**src/rtl/kcrf_pkg.sv**
```systemverilog
// Package for the k-mer count read filter: register indexes, filter modes,
// widths of the delay line and saturation limits. No dependencies.
package kcrf_pkg;

  localparam int MAX_KMER     = 32;
  localparam int LINE_AW      = $clog2(MAX_KMER);
  localparam int FILL_W       = LINE_AW + 1;
  localparam int FRAC_W       = 17;
  localparam int CNT_W        = 32;
  localparam int SAT_W        = 16;

  localparam logic [SAT_W-1:0] MAX_READ_LEN = 16'hFFFF;
  localparam logic [SAT_W-1:0] SAT16        = 16'hFFFF;
  localparam logic [7:0]       N_CHAR       = 8'd78;

  // Register indexes on the configuration port.
  localparam logic [2:0] CFG_MODE     = 3'd0;
  localparam logic [2:0] CFG_KLEN     = 3'd1;
  localparam logic [2:0] CFG_MIN_CNT  = 3'd2;
  localparam logic [2:0] CFG_MAX_CNT  = 3'd3;
  localparam logic [2:0] CFG_MIN_FRAC = 3'd4;
  localparam logic [2:0] CFG_MAX_FRAC = 3'd5;

  // Filter modes.
  localparam logic [1:0] MODE_COUNT = 2'd0;
  localparam logic [1:0] MODE_FRAC  = 2'd1;
  localparam logic [1:0] MODE_TRIM  = 2'd2;
  localparam logic [1:0] MODE_MASK  = 2'd3;

  typedef logic [7:0]         base_t;
  typedef logic [LINE_AW-1:0] line_addr_t;

endpackage

```
**src/rtl/kcrf_line_ram.sv**
```systemverilog
// Delay-line storage for read bases: one write port, one read port with
// a registered read that holds its data until the next read. Uses kcrf_pkg.
module kcrf_line_ram
  import kcrf_pkg::*;
(
  input  logic       clk,
  input  logic       wr_en,
  input  line_addr_t wr_addr,
  input  base_t      wr_data,
  input  logic       rd_en,
  input  line_addr_t rd_addr,
  output base_t      rd_data
);

  base_t mem [MAX_KMER];
  base_t rd_data_r;

  // Read-first: a read and a write of the same entry return the old base.
  always_ff @(posedge clk) begin
    if (rd_en) begin
      rd_data_r <= mem[rd_addr];
    end
    if (wr_en) begin
      mem[wr_addr] <= wr_data;
    end
  end

  assign rd_data = rd_data_r;

endmodule

```
**src/rtl/kmer_count_read_filter_unit.sv**
```systemverilog
// Top level of the k-mer count read filter, trimmer and masker.
// Depends on kcrf_pkg and kcrf_line_ram.
//
// Usage: one read base per input item on in_* together with the database
// count of the k-mer ending at that base; in_tlast marks the final base.
// Results leave on out_*, out_tlast marks the last result of a read.
// The user must write registers on cfg_* while the block is idle (not enforced).
// Throughput: one base per cycle within a read, in mask mode only while the
// receiver keeps up. In mask mode each base that leaves the (k-1)-deep delay
// line is read back from the line memory and passes the stage and the output
// register to out_tvalid. At the end of a read the mask mode drains the
// remaining entries one per cycle while the receiver keeps up (the single
// read port of the line memory sets this), and no base is taken meanwhile.
// The other modes go from the last base through ST_CALC (fraction products),
// ST_VERDICT (compare into the stage) and the output register. Input pauses in
// both states; the next read may start once the verdict is in the stage.
// Reset restores the register defaults and empties the delay line; the
// read state also clears itself after every last base.
// When the receiver stalls, results wait in the output register and one
// stage behind it; in mask mode the delay line then stops popping and input stalls as
// soon as a base would have to leave the line.
module kmer_count_read_filter_unit
  import kcrf_pkg::*;
(
  input  logic        clk,
  input  logic        rst_n,
  // configuration
  input  logic        cfg_we,
  input  logic [2:0]  cfg_addr,
  input  logic [31:0] cfg_wdata,
  // input stream
  input  logic        in_tvalid,
  output logic        in_tready,
  input  logic [39:0] in_tdata,   // base[7:0], kmer_count[39:8]
  input  logic        in_tlast,   // last_base
  // result stream
  output logic        out_tvalid,
  input  logic        out_tready,
  output logic [47:0] out_tdata,  // out_base[7:0], keep[8], trim_length[24:9],
                                  // kmers_found[40:25], zero[47:41]
  output logic        out_tuser,  // has_base
  output logic        out_tlast   // end_of_read
);

  typedef enum logic [3:0] {
    ST_RUN     = 4'b0001,
    ST_FLUSH   = 4'b0010,
    ST_CALC    = 4'b0100,
    ST_VERDICT = 4'b1000
  } state_t;

  // Configuration registers.
  logic [1:0]        mode_r;
  logic [5:0]        klen_r;
  logic [CNT_W-1:0]  min_cnt_r;
  logic [CNT_W-1:0]  max_cnt_r;
  logic [FRAC_W-1:0] min_frac_r;
  logic [FRAC_W-1:0] max_frac_r;

  // Read state.
  state_t           state_r;
  logic [FILL_W-1:0] fill_r;
  logic [FILL_W-1:0] mask_cnt_r;
  logic             drain_r;
  line_addr_t       rd_ptr_r;
  line_addr_t       wr_ptr_r;
  logic [SAT_W-1:0] pos_r;
  logic [SAT_W-1:0] found_r;
  logic             pgood_r;
  logic [SAT_W-1:0] good_r;
  logic [FRAC_W-1:0] lo_r;
  logic [FRAC_W-1:0] hi_r;

  // Stage behind the line memory read, and the output register.
  logic             stg_v_r;
  logic             stg_mem_r;
  logic             stg_mask_r;
  logic             stg_keep_r;
  logic [SAT_W-1:0] stg_trim_r;
  logic [SAT_W-1:0] stg_found_r;
  logic             stg_eor_r;
  logic             out_v_r;
  base_t            out_base_r;
  logic             out_hb_r;
  logic             out_keep_r;
  logic [SAT_W-1:0] out_trim_r;
  logic [SAT_W-1:0] out_found_r;
  logic             out_eor_r;

  logic [5:0]        eff_k;
  logic [FILL_W-1:0] kmin1;
  logic              is_mask;
  logic              stg_move;
  logic              pipe_can;
  logic              pop_pend;
  logic              pop;
  logic              pop_emit;
  logic              flush_last;
  logic [FILL_W-1:0] fill_ai;
  logic [FILL_W-1:0] mask_ai;
  logic [FILL_W-1:0] fill_acc;
  logic              acc;
  base_t             in_base;
  logic [CNT_W-1:0]  in_cnt;
  logic              kmer_ok;
  logic              bad;
  logic              fin_load;
  logic              fin_keep;
  logic [SAT_W-1:0]  fin_trim;
  logic [SAT_W:0]    trim_sum;
  logic [SAT_W-1:0]  nk;
  logic              clear;
  base_t             rd_data;
  base_t             stg_base;

  assign in_base = in_tdata[7:0];
  assign in_cnt  = in_tdata[39:8];

  // Effective k: zero acts as one, anything above the line depth as the depth.
  always_comb begin
    if (klen_r == 6'd0) begin
      eff_k = 6'd1;
    end else if (klen_r > 6'(MAX_KMER)) begin
      eff_k = 6'(MAX_KMER);
    end else begin
      eff_k = klen_r;
    end
  end
  assign kmin1 = FILL_W'(eff_k - 6'd1);

  assign is_mask  = (mode_r == MODE_MASK);
  assign stg_move = stg_v_r && (!out_v_r || out_tready);
  assign pipe_can = !stg_v_r || stg_move;

  // A pop is owed while the line holds more than k-1 bases after a base was
  // taken, or while the mask mode drains the line after the last base. A
  // smaller k written between bases shortens the line only once the next
  // base is in.
  assign pop_pend = ((state_r == ST_RUN) && drain_r && (fill_r > kmin1)) ||
                    ((state_r == ST_FLUSH) && (fill_r != '0));
  assign pop        = pop_pend && (!is_mask || pipe_can);
  assign pop_emit   = pop && is_mask;
  assign flush_last = (state_r == ST_FLUSH) && (fill_r == FILL_W'(1));

  // Masked entries always form the oldest part of the line, so one count of
  // them replaces a mask bit per entry.
  assign fill_ai  = fill_r - FILL_W'(pop);
  assign mask_ai  = (pop && (mask_cnt_r != '0)) ? mask_cnt_r - FILL_W'(1) : mask_cnt_r;
  assign fill_acc = fill_ai + FILL_W'(1);

  assign in_tready = (state_r == ST_RUN) && (!drain_r || (fill_ai <= kmin1));
  assign acc       = in_tvalid && in_tready;
  assign kmer_ok   = (fill_ai >= kmin1);
  assign bad       = kmer_ok && (in_cnt < min_cnt_r);

  // Verdict for the non-mask modes.
  assign nk       = (pos_r >= SAT_W'(eff_k)) ? pos_r - SAT_W'(eff_k) + SAT_W'(1) : '0;
  assign trim_sum = (SAT_W+1)'(eff_k) + (SAT_W+1)'(good_r) - (SAT_W+1)'(1);
  assign fin_load = (state_r == ST_VERDICT) && pipe_can;

  always_comb begin
    fin_keep = 1'b0;
    fin_trim = '0;
    unique case (mode_r)
      MODE_COUNT: begin
        fin_keep = (CNT_W'(found_r) >= min_cnt_r) && (CNT_W'(found_r) <= max_cnt_r);
      end
      MODE_FRAC: begin
        fin_keep = (FRAC_W'(found_r) >= lo_r) && (FRAC_W'(found_r) <= hi_r);
      end
      MODE_TRIM: begin
        if (good_r != '0) begin
          fin_keep = 1'b1;
          fin_trim = trim_sum[SAT_W] ? SAT16 : trim_sum[SAT_W-1:0];
        end
      end
      default: begin
        fin_keep = 1'b0;
      end
    endcase
  end

  assign clear = fin_load || (pop && flush_last) ||
                 ((state_r == ST_FLUSH) && (fill_r == '0));

  // Configuration port.
  always_ff @(posedge clk) begin
    if (!rst_n) begin
      mode_r     <= MODE_COUNT;
      klen_r     <= 6'd25;
      min_cnt_r  <= 32'd2;
      max_cnt_r  <= 32'hFFFF_FFFF;
      min_frac_r <= '0;
      max_frac_r <= 17'h10000;
    end else if (cfg_we) begin
      unique case (cfg_addr)
        CFG_MODE:     mode_r     <= cfg_wdata[1:0];
        CFG_KLEN:     klen_r     <= cfg_wdata[5:0];
        CFG_MIN_CNT:  min_cnt_r  <= cfg_wdata;
        CFG_MAX_CNT:  max_cnt_r  <= cfg_wdata;
        CFG_MIN_FRAC: min_frac_r <= cfg_wdata[FRAC_W-1:0];
        CFG_MAX_FRAC: max_frac_r <= cfg_wdata[FRAC_W-1:0];
        default: ;
      endcase
    end
  end

  // Sequencer and read state.
  always_ff @(posedge clk) begin
    if (!rst_n) begin
      state_r    <= ST_RUN;
      fill_r     <= '0;
      mask_cnt_r <= '0;
      drain_r    <= 1'b0;
      rd_ptr_r   <= '0;
      wr_ptr_r   <= '0;
      pos_r      <= '0;
      found_r    <= '0;
      pgood_r    <= 1'b1;
      good_r     <= '0;
    end else if (clear) begin
      state_r    <= ST_RUN;
      fill_r     <= '0;
      mask_cnt_r <= '0;
      drain_r    <= 1'b0;
      rd_ptr_r   <= '0;
      wr_ptr_r   <= '0;
      pos_r      <= '0;
      found_r    <= '0;
      pgood_r    <= 1'b1;
      good_r     <= '0;
    end else begin
      rd_ptr_r <= rd_ptr_r + LINE_AW'(pop);
      if (acc) begin
        fill_r     <= fill_acc;
        mask_cnt_r <= bad ? fill_acc : mask_ai;
        drain_r    <= 1'b1;
        wr_ptr_r   <= wr_ptr_r + LINE_AW'(1);
        if (pos_r != MAX_READ_LEN) begin
          pos_r <= pos_r + SAT_W'(1);
        end
        if (kmer_ok) begin
          if ((in_cnt != '0) && (found_r != SAT16)) begin
            found_r <= found_r + SAT_W'(1);
          end
          if (pgood_r && !bad) begin
            if (good_r != SAT16) begin
              good_r <= good_r + SAT_W'(1);
            end
          end else begin
            pgood_r <= 1'b0;
          end
        end
        if (in_tlast) begin
          state_r <= is_mask ? ST_FLUSH : ST_CALC;
        end
      end else begin
        fill_r     <= fill_ai;
        mask_cnt_r <= mask_ai;
        if (fill_ai <= kmin1) begin
          drain_r <= 1'b0;
        end
        if (state_r == ST_CALC) begin
          state_r <= ST_VERDICT;
        end
      end
    end
  end

  // Fraction limits, floor(fraction * nk / 2^16).
  always_ff @(posedge clk) begin
    if (state_r == ST_CALC) begin
      lo_r <= FRAC_W'(((FRAC_W+SAT_W)'(min_frac_r) * (FRAC_W+SAT_W)'(nk)) >> SAT_W);
      hi_r <= FRAC_W'(((FRAC_W+SAT_W)'(max_frac_r) * (FRAC_W+SAT_W)'(nk)) >> SAT_W);
    end
  end

  kcrf_line_ram u_line (
    .clk     (clk),
    .wr_en   (acc),
    .wr_addr (wr_ptr_r),
    .wr_data (in_base),
    .rd_en   (pop_emit),
    .rd_addr (rd_ptr_r),
    .rd_data (rd_data)
  );

  // Stage that lines up with the memory read data.
  always_ff @(posedge clk) begin
    if (!rst_n) begin
      stg_v_r <= 1'b0;
    end else if (pop_emit || fin_load) begin
      stg_v_r <= 1'b1;
    end else if (stg_move) begin
      stg_v_r <= 1'b0;
    end
  end

  always_ff @(posedge clk) begin
    if (pop_emit) begin
      stg_mem_r   <= 1'b1;
      stg_mask_r  <= (mask_cnt_r != '0);
      stg_keep_r  <= flush_last;
      stg_trim_r  <= '0;
      stg_found_r <= found_r;
      stg_eor_r   <= flush_last;
    end else if (fin_load) begin
      stg_mem_r   <= 1'b0;
      stg_mask_r  <= 1'b0;
      stg_keep_r  <= fin_keep;
      stg_trim_r  <= fin_trim;
      stg_found_r <= found_r;
      stg_eor_r   <= 1'b1;
    end
  end

  assign stg_base = stg_mem_r ? (stg_mask_r ? N_CHAR : rd_data) : 8'd0;

  // Output register.
  always_ff @(posedge clk) begin
    if (!rst_n) begin
      out_v_r <= 1'b0;
    end else if (stg_move) begin
      out_v_r <= 1'b1;
    end else if (out_tready) begin
      out_v_r <= 1'b0;
    end
  end

  always_ff @(posedge clk) begin
    if (stg_move) begin
      out_base_r  <= stg_base;
      out_hb_r    <= stg_mem_r;
      out_keep_r  <= stg_keep_r;
      out_trim_r  <= stg_trim_r;
      out_found_r <= stg_found_r;
      out_eor_r   <= stg_eor_r;
    end
  end

  assign out_tvalid = out_v_r;
  assign out_tdata  = {7'd0, out_found_r, out_trim_r, out_keep_r, out_base_r};
  assign out_tuser  = out_hb_r;
  assign out_tlast  = out_eor_r;

  // The line never holds more bases than its depth.
  a_fill_bound: assert property (@(posedge clk) disable iff (!rst_n)
    fill_r <= FILL_W'(MAX_KMER))
    else $error("delay line overfilled");

  // Masked entries are a part of the line, never more than it holds.
  a_mask_bound: assert property (@(posedge clk) disable iff (!rst_n)
    mask_cnt_r <= fill_r)
    else $error("mask count exceeds line fill");

  // A held stage entry is never overwritten by a new pop or verdict.
  a_stage_hold: assert property (@(posedge clk) disable iff (!rst_n)
    (stg_v_r && !stg_move) |-> !(pop_emit || fin_load))
    else $error("stage overwritten while stalled");

  // The last base always starts the end-of-read work.
  a_last_ends: assert property (@(posedge clk) disable iff (!rst_n)
    (in_tvalid && in_tready && in_tlast) |=> (state_r == ST_FLUSH || state_r == ST_CALC))
    else $error("last base did not start end of read");

endmodule

```
**config.mk**
```make
export PLATFORM = sky130hd
export DESIGN_NAME = kmer_count_read_filter_unit
export DESIGN_NICKNAME = d
export VERILOG_FILES = /design/src/rtl/kcrf_pkg.sv /design/src/rtl/kcrf_line_ram.sv /design/src/rtl/kmer_count_read_filter_unit.sv
export SDC_FILE = /design/constraint.sdc
export NUM_CORES = 2
export LEC_CHECK = 0
export BUFFER_PORTS_ARGS = -buffer_cell sky130_fd_sc_hd__buf_2
export CAP_MARGIN = 25
export CELL_PAD_IN_SITES_DETAIL_PLACEMENT = 0
export CELL_PAD_IN_SITES_GLOBAL_PLACEMENT = 1
export CORE_MARGIN = 2
export CORE_UTILIZATION = 53
export CTS_BUF_LIST = sky130_fd_sc_hd__clkbuf_8
export CTS_CLUSTER_SIZE = 16
export DETAILED_ROUTE_END_ITERATION = 16
export PLACE_DENSITY_LB_ADDON = 0.1
export SLEW_MARGIN = 20
export SYNTH_ARGS = -nofsm -noshare
export SYNTH_HDL_FRONTEND = slang
export SYNTH_SLANG_ARGS = --single-unit
```
**constraint.sdc**
```tcl
create_clock -name clk -period 10.1 [get_ports clk]
set_input_delay 1.01 -clock clk [delete_from_list [all_inputs] [get_ports clk]]
set_output_delay 1.01 -clock clk [all_outputs]
set_load 0.03 [all_outputs]
```
# After elaboration in Yosys (flattened, before gate mapping)
# Memory sizes are Yosys's and may differ from the RTL's. A register that Yosys moved wholly into a read port is not among the register bits.
# Cells that the tools add are included.
[totals]
n_memories = 1
ram_bits = 256
out_inout_bits = 52
reg_bits = 297
[classes]
add_sub_neg = 13
mux = 33
bitwise = 3
multipliers = 2
n_reduce_logical = 57
n_eq_ne = 17
order_cmp = 10
[mem_list]
columns = ["name", "words", "word_bits", "read_ports", "rd_clocked_by_memory_dff", "wr", "line", "text"]
rows = [
  ["u_line.mem", 32, 8, 1, 1, 1, "kcrf_line_ram.sv:15", "base_t mem [MAX_KMER];"],
]
[ops]
columns = ["operator", "count"]
rows = [
  ["$mux W16", 6],
  ["$mul A17 B16 Y33", 2],
  ["$add A16 B1 Y16 const B", 4],
  ["$ne A16 B16 Y1 const B", 3],
  ["$mux W6", 6],
  ["$ge A16 B32 Y1", 1],
  ["$le A16 B32 Y1", 1],
  ["$lt A32 B32 Y1", 1],
  ["$reduce_bool A32 Y1", 1],
  ["$logic_and A1 B1 Y1", 18],
  ["$add A6 B16 Y17", 1],
  ["$ge A16 B17 Y1", 1],
  ["$le A16 B17 Y1", 1],
  ["$sub A17 B1 Y17 const B", 1],
  ["$ge A16 B6 Y1", 1],
  ["$reduce_and A2 Y1", 8],
  ["$reduce_bool A16 Y1", 1],
  ["$sub A16 B6 Y16", 1],
  ["$mux W1", 15],
  ["$logic_not A6 Y1", 2],
  ["$mux W4", 3],
  ["$reduce_bool A6 Y1", 2],
  ["$sub A6 B1 Y6 const B", 2],
  ["$reduce_bool A2 Y1", 5],
  ["30 further kinds", 48],
]

# Depth between registers and ports, before layout
[depth]
depth_word = 15
depth_mapped = 38
depth_no_buf = 37

# Cells and area by module
# A second synthesis with hierarchy kept.
[unflattened]
hier_cells = 4051
area_unflattened_um2 = 43108.8
[by_module_without_submodules]
columns = ["module", "cells_each", "n_inst", "area_per_inst_um2"]
rows = [
  ["kmer_count_read_filter_unit", 3634, 1, 32975.4],
  ["kcrf_line_ram", 417, 1, 10133.5],
]

# Worst setup path before layout
# OpenSTA, ideal clock, no wires.
[synth_path]
path_type = "register -> register"
start = "register klen_r[5]"
end = "register lo_r[16] (data pin)"
t_arrival_ns = 8.791
slack_ns = 1.049
n_path_buf = 0
path_stages_with_launch = 35
cell_sequence = "dfxtp_1 -> inv_1 -> nand2_1 -> inv_1 -> ha_1 -> inv_1 -> ha_1 -> fa_1 -> nor2b_1 -> o21a_1 -> nor2_1 -> o21ba_2 -> o31ai_1 -> a311o_1 -> a2111oi_0 -> and4bb_2 -> and3_1 -> fa_1 -> fa_1 -> fa_1 -> fa_1 -> fa_1 -> inv_1 -> fa_1 -> inv_1 -> ha_1 -> a211oi_2 -> a32oi_1 -> and4_1 -> a221o_1 -> o211ai_1 -> a31oi_1 -> or3_1 -> a21oi_1 -> xnor2_1"
[synth_between]
elab_chain_len = 7
word_cells_on_any_way = 9
cone_classes = "add/sub (2); mul (1); order compare (2); mux (3); reduce/logical (1)"
[synth_lines]
columns = ["item", "line", "text"]
rows = [
  ["from (decl)", "kmer_count_read_filter_unit.sv:54", "logic [5:0] klen_r;"],
  ["from (signal assigned)", "kmer_count_read_filter_unit.sv:198", "CFG_KLEN: klen_r <= cfg_wdata[5:0];"],
  ["$gt A6 B6 Y1", "kmer_count_read_filter_unit.sv:123", "end else if (klen_r > 6'(MAX_KMER)) begin"],
  ["$mux W6", "kmer_count_read_filter_unit.sv:123", ""],
  ["$mux W6 (*)", "kmer_count_read_filter_unit.sv:121", "if (klen_r == 6'd0) begin"],
  ["$sub A16 B6 Y16", "kmer_count_read_filter_unit.sv:157", "assign nk = (pos_r >= SAT_W'(eff_k)) ? pos_r - SAT_W'(eff_k) + SAT_W'(1) : '0;"],
  ["$add A16 B1 Y16", "kmer_count_read_filter_unit.sv:157", ""],
  ["$mux W16 (*)", "kmer_count_read_filter_unit.sv:157", ""],
  ["$mul A17 B16 Y33 (*)", "kmer_count_read_filter_unit.sv:273", "lo_r <= FRAC_W'(((FRAC_W+SAT_W)'(min_frac_r) * (FRAC_W+SAT_W)'(nk)) >> SAT_W);"],
  ["to (signal assigned)", "kmer_count_read_filter_unit.sv:273", ""],
  ["to (decl)", "kmer_count_read_filter_unit.sv:71", "logic [FRAC_W-1:0] lo_r;"],
]
# Mark *: on every way between the ends. The rest lies on a longest branch, timed or not.
# A chain may end at the register's enable or synchronous reset.

# Worst setup path in the final report
# Same ends and word-level chain as after synthesis.

==> run_results.csv <==
group,metric,value,unit
layout,layout.nets,5070,
detailed_routing,dr.first_iter.drc_count,1965,
timing,rsz0062_at_grt,"false",
die,start_util,53.76,%
setup_path,critPathArrivalTime,10.02,ns
detailed_routing,drc,0,
die,die_h,290.3,um
setup_path,cpMostUsedCell,"fa_1",
timing,setup_tns,0,ns
global_routing,grt.total_usage,25.83,%
setup_path,setup.worst_path.class,"reg -> reg",
timing,worstMarginPinSlew,0.9779,ns
layout,area_growth,7.820,%
timing,period_needed,9.613,ns
timing,drv_slew,0,
setup_path,worst_setup_path_start_kind,"flop",
die,die_x,290.3,um
timing,slew_headroom,34.72,%
die,io_pins,133,
global_routing,grt_pass1_vias,29810,
die,rows,104,
status,status,"completed",
logic_synthesis,synthCells,4089,
detailed_routing,routedWlPerCell,20.17,um
logic_synthesis,ys_ff_latch,561,
global_routing,antenna_found_initial,2,
logic_synthesis,netlist_area,43440,um2
die,coreArea,80810,um2
clock_tree,cts.sinks,561,
logic_synthesis,yosysSeqAreaShare,34.15,%
clock_tree,cts.clk_slew.worst_paths,0.07,ns
timing,min_period_over_period,95.18,%
layout,drive_above_1_share,10.01,%
logic_synthesis,yosys_warnings,0,
global_routing,grt_pass1_wl,169400,um
logic_synthesis,synth_top_area_share,24.88,%
clock_tree,cts_tree,"done",
setup_path,critical_path.max_fanout,7,
logic_synthesis,synth.largest_area_cell,"edfxtp_1",
min_path,hold_path.class,"reg -> reg",
global_routing,grt-ovfl-total,0,
timing,final-hold-violation-count,0,
detailed_routing,drt_first_pass_iters,5,
global_routing,grt_max_degree,171,
detailed_routing,via_count,29400,
power_and_ir_drop,peakVddDrop,0.1412,mV
detailed_routing,routed_via_density,5.538,
clock_tree,cts_buffers,85,
detailed_routing,drt_wl_total,107100,um
layout,final_cell_mix,"inv_1 (669), nand2_1 (487), fa_1 (418)",
place,routabilityCongestion,0.8622,
detailed_routing,ant_nets,0,
layout,post-route-util,57.96,%
logic_synthesis,synthArstFlopShare,0,%
clock_tree,insertion_delay,0.68,ns
power_and_ir_drop,p_per_area,97.22,nW/um2
logic_synthesis,synth.avg_cell_area,10.62,um2
timing,timing.final.ws_setup,0.4871,ns
die,die_area,84270,um2
timing,skew,0.02857,ns
clock_tree,clockRootBuffer,"clkbuf_8",
clock_tree,cts.htree.levels,3,
clock_tree,clk_path_buf_depth,3,
power_and_ir_drop,p_leak,21.18,nW
setup_path,cp.required,10.51,ns
setup_path,cpPeakStageDelay,0.54,ns
place,pre_cts_ws,0.2075,ns
setup_path,cpMaxStageDelayCell,"fa_1",
timing,setup_viol,0,
flow_run,maxCapViolations,0,
place,hpwlAfterDp,79040,um
logic_synthesis,ys.flop_type,"edfxtp_1",
timing,fmax,104.0,MHz
logic_synthesis,synth-edff-count,360,
place,portBuffers,125,
setup_path,r2r_setup_slack,0.49,ns
layout,layout_commonest_cell,"inv_1",
logic_synthesis,yosys.cell_types.count,82,
setup_path,crit_path_end_kind,"flop",
logic_synthesis,netlist_top_cells_area,"edfxtp_1 (25%), fa_1 (19%), ha_1 (11%)",
path summary, 6_finish.rpt:
path                                 start                        to  depth (start not counted)
setup / recovery    klen_r[5]$_SDFFE_PN0P_        lo_r[16]$_DFFE_PP_                         34
hold / removal    stg_found_r[9]$_DFFE_PP_  out_found_r[9]$_DFFE_PP_                          0
setup reg to reg    klen_r[5]$_SDFFE_PN0P_        lo_r[16]$_DFFE_PP_                         34
hold reg to reg   stg_found_r[9]$_DFFE_PP_  out_found_r[9]$_DFFE_PP_                          0
critical path: cells and delay by family (launching register included):
| family | cells | cell delay, ns |
|---|---|---|
| AO/OA/AOI/OAI | 12 | 2.82 |
| XOR/XNOR | 1 | 0.08 |
| adder cells (fa/ha/maj) | 10 | 4.42 |
| buffers and inverters | 5 | 0.27 |
| flip-flops | 1 | 0.40 |
| AND/OR/NAND/NOR | 6 | 1.31 |
stage by stage:
stage | std cells | power (W) | hold slack [ns] | cell area, um2
2_1_floorplan | 4096 | 0.002663 | 0.4003 | 43470
3_3_place_gp | 5146 | 0.002781 | 0.4104 | 45160
3_5_place_dp | 5146 | 0.002783 | 0.4054 | 45160
4_1_cts | 5304 | 0.004596 | 0.3991 | 46800
5_1_grt | 5306 | 0.004725 | 0.4145 | 46830
6_report | 5309 | 0.004554 | 0.3965 | 46840
kinds of logic (layout without fill, tap and decap cells):
kind of cell	Yosys count	after routing	synth area share, %
AND/OR/NAND/NOR	1264	1264	14.13
buffers and inverters	828	977	7.249
adder cells (fa/ha/maj)	815	815	30.70
flip-flops	561	561	34.15
AO/OA/AOI/OAI	396	396	6.630
XOR/XNOR	117	117	2.359
multiplexers	106	106	4.772
other	2	13	0.01729
routing by layer:
metal  part of all wire, %  global-route usage, %  up-vias
li1                      -                      -    13800
met1                    45                  36.84    14770
met2                    48                  42.22      707
met3                   5.1                  3.526      128
met4                   1.9                  5.793        0
met5                     0                      0        -
state kept, by name, indices dropped and copies added (netlist names), 17 cells and up:
name	cells
min_frac_r	17
u_line.mem	256
hi_r	17
min_cnt_r	32
lo_r	17
max_frac_r	17
max_cnt_r	32
Yosys cell counts, types with 9 or more instances:
library cell / instances
a211oi_1: 18
a21boi_0: 67
a21o_1: 50
a21oi_1: 76
a221o_1: 15
a31oi_1: 11
and2_1: 149
and3_1: 127
buf_1: 18
buf_4: 9
clkbuf_1: 154
dfxtp_1: 201
edfxtp_1: 360
fa_1: 418
ha_1: 397
inv_1: 641
mux2_2: 9
mux2i_1: 17
mux4_2: 80
nand2_1: 488
nand2b_1: 11
nand3_1: 150
nand4_1: 44
nor2_1: 162
nor2b_1: 32
nor3_1: 30
nor4_1: 23
o211ai_1: 25
o21a_1: 25
o21ai_0: 42
or3_1: 10
xnor2_1: 78
xor2_1: 39
layout make-up:
class                   count  area (um2)
diodes                      4       10.01
clock buffers              87        1197
clock inverters            71       440.4
fillers                  7017       33970
inverters                 641        2406
multi-input cells        2707       25580
flip-flops and latches    561       14840
well taps                1060        1326
repair buffers            178        1039
power by group:
group          switching (W)  internal [W]  total, W
sequential         0.0000233       0.00246   0.00248
combinational       0.000173     0.0000835  0.000256
clock               0.000904      0.000915   0.00182
repair_timing:
action,CTS,global route
buffers inserted,0,1
endpoints found under the setup margin,0,9
hold buffers,0,0
resized for setup,0,7
(Power assumes the default switching activity.)
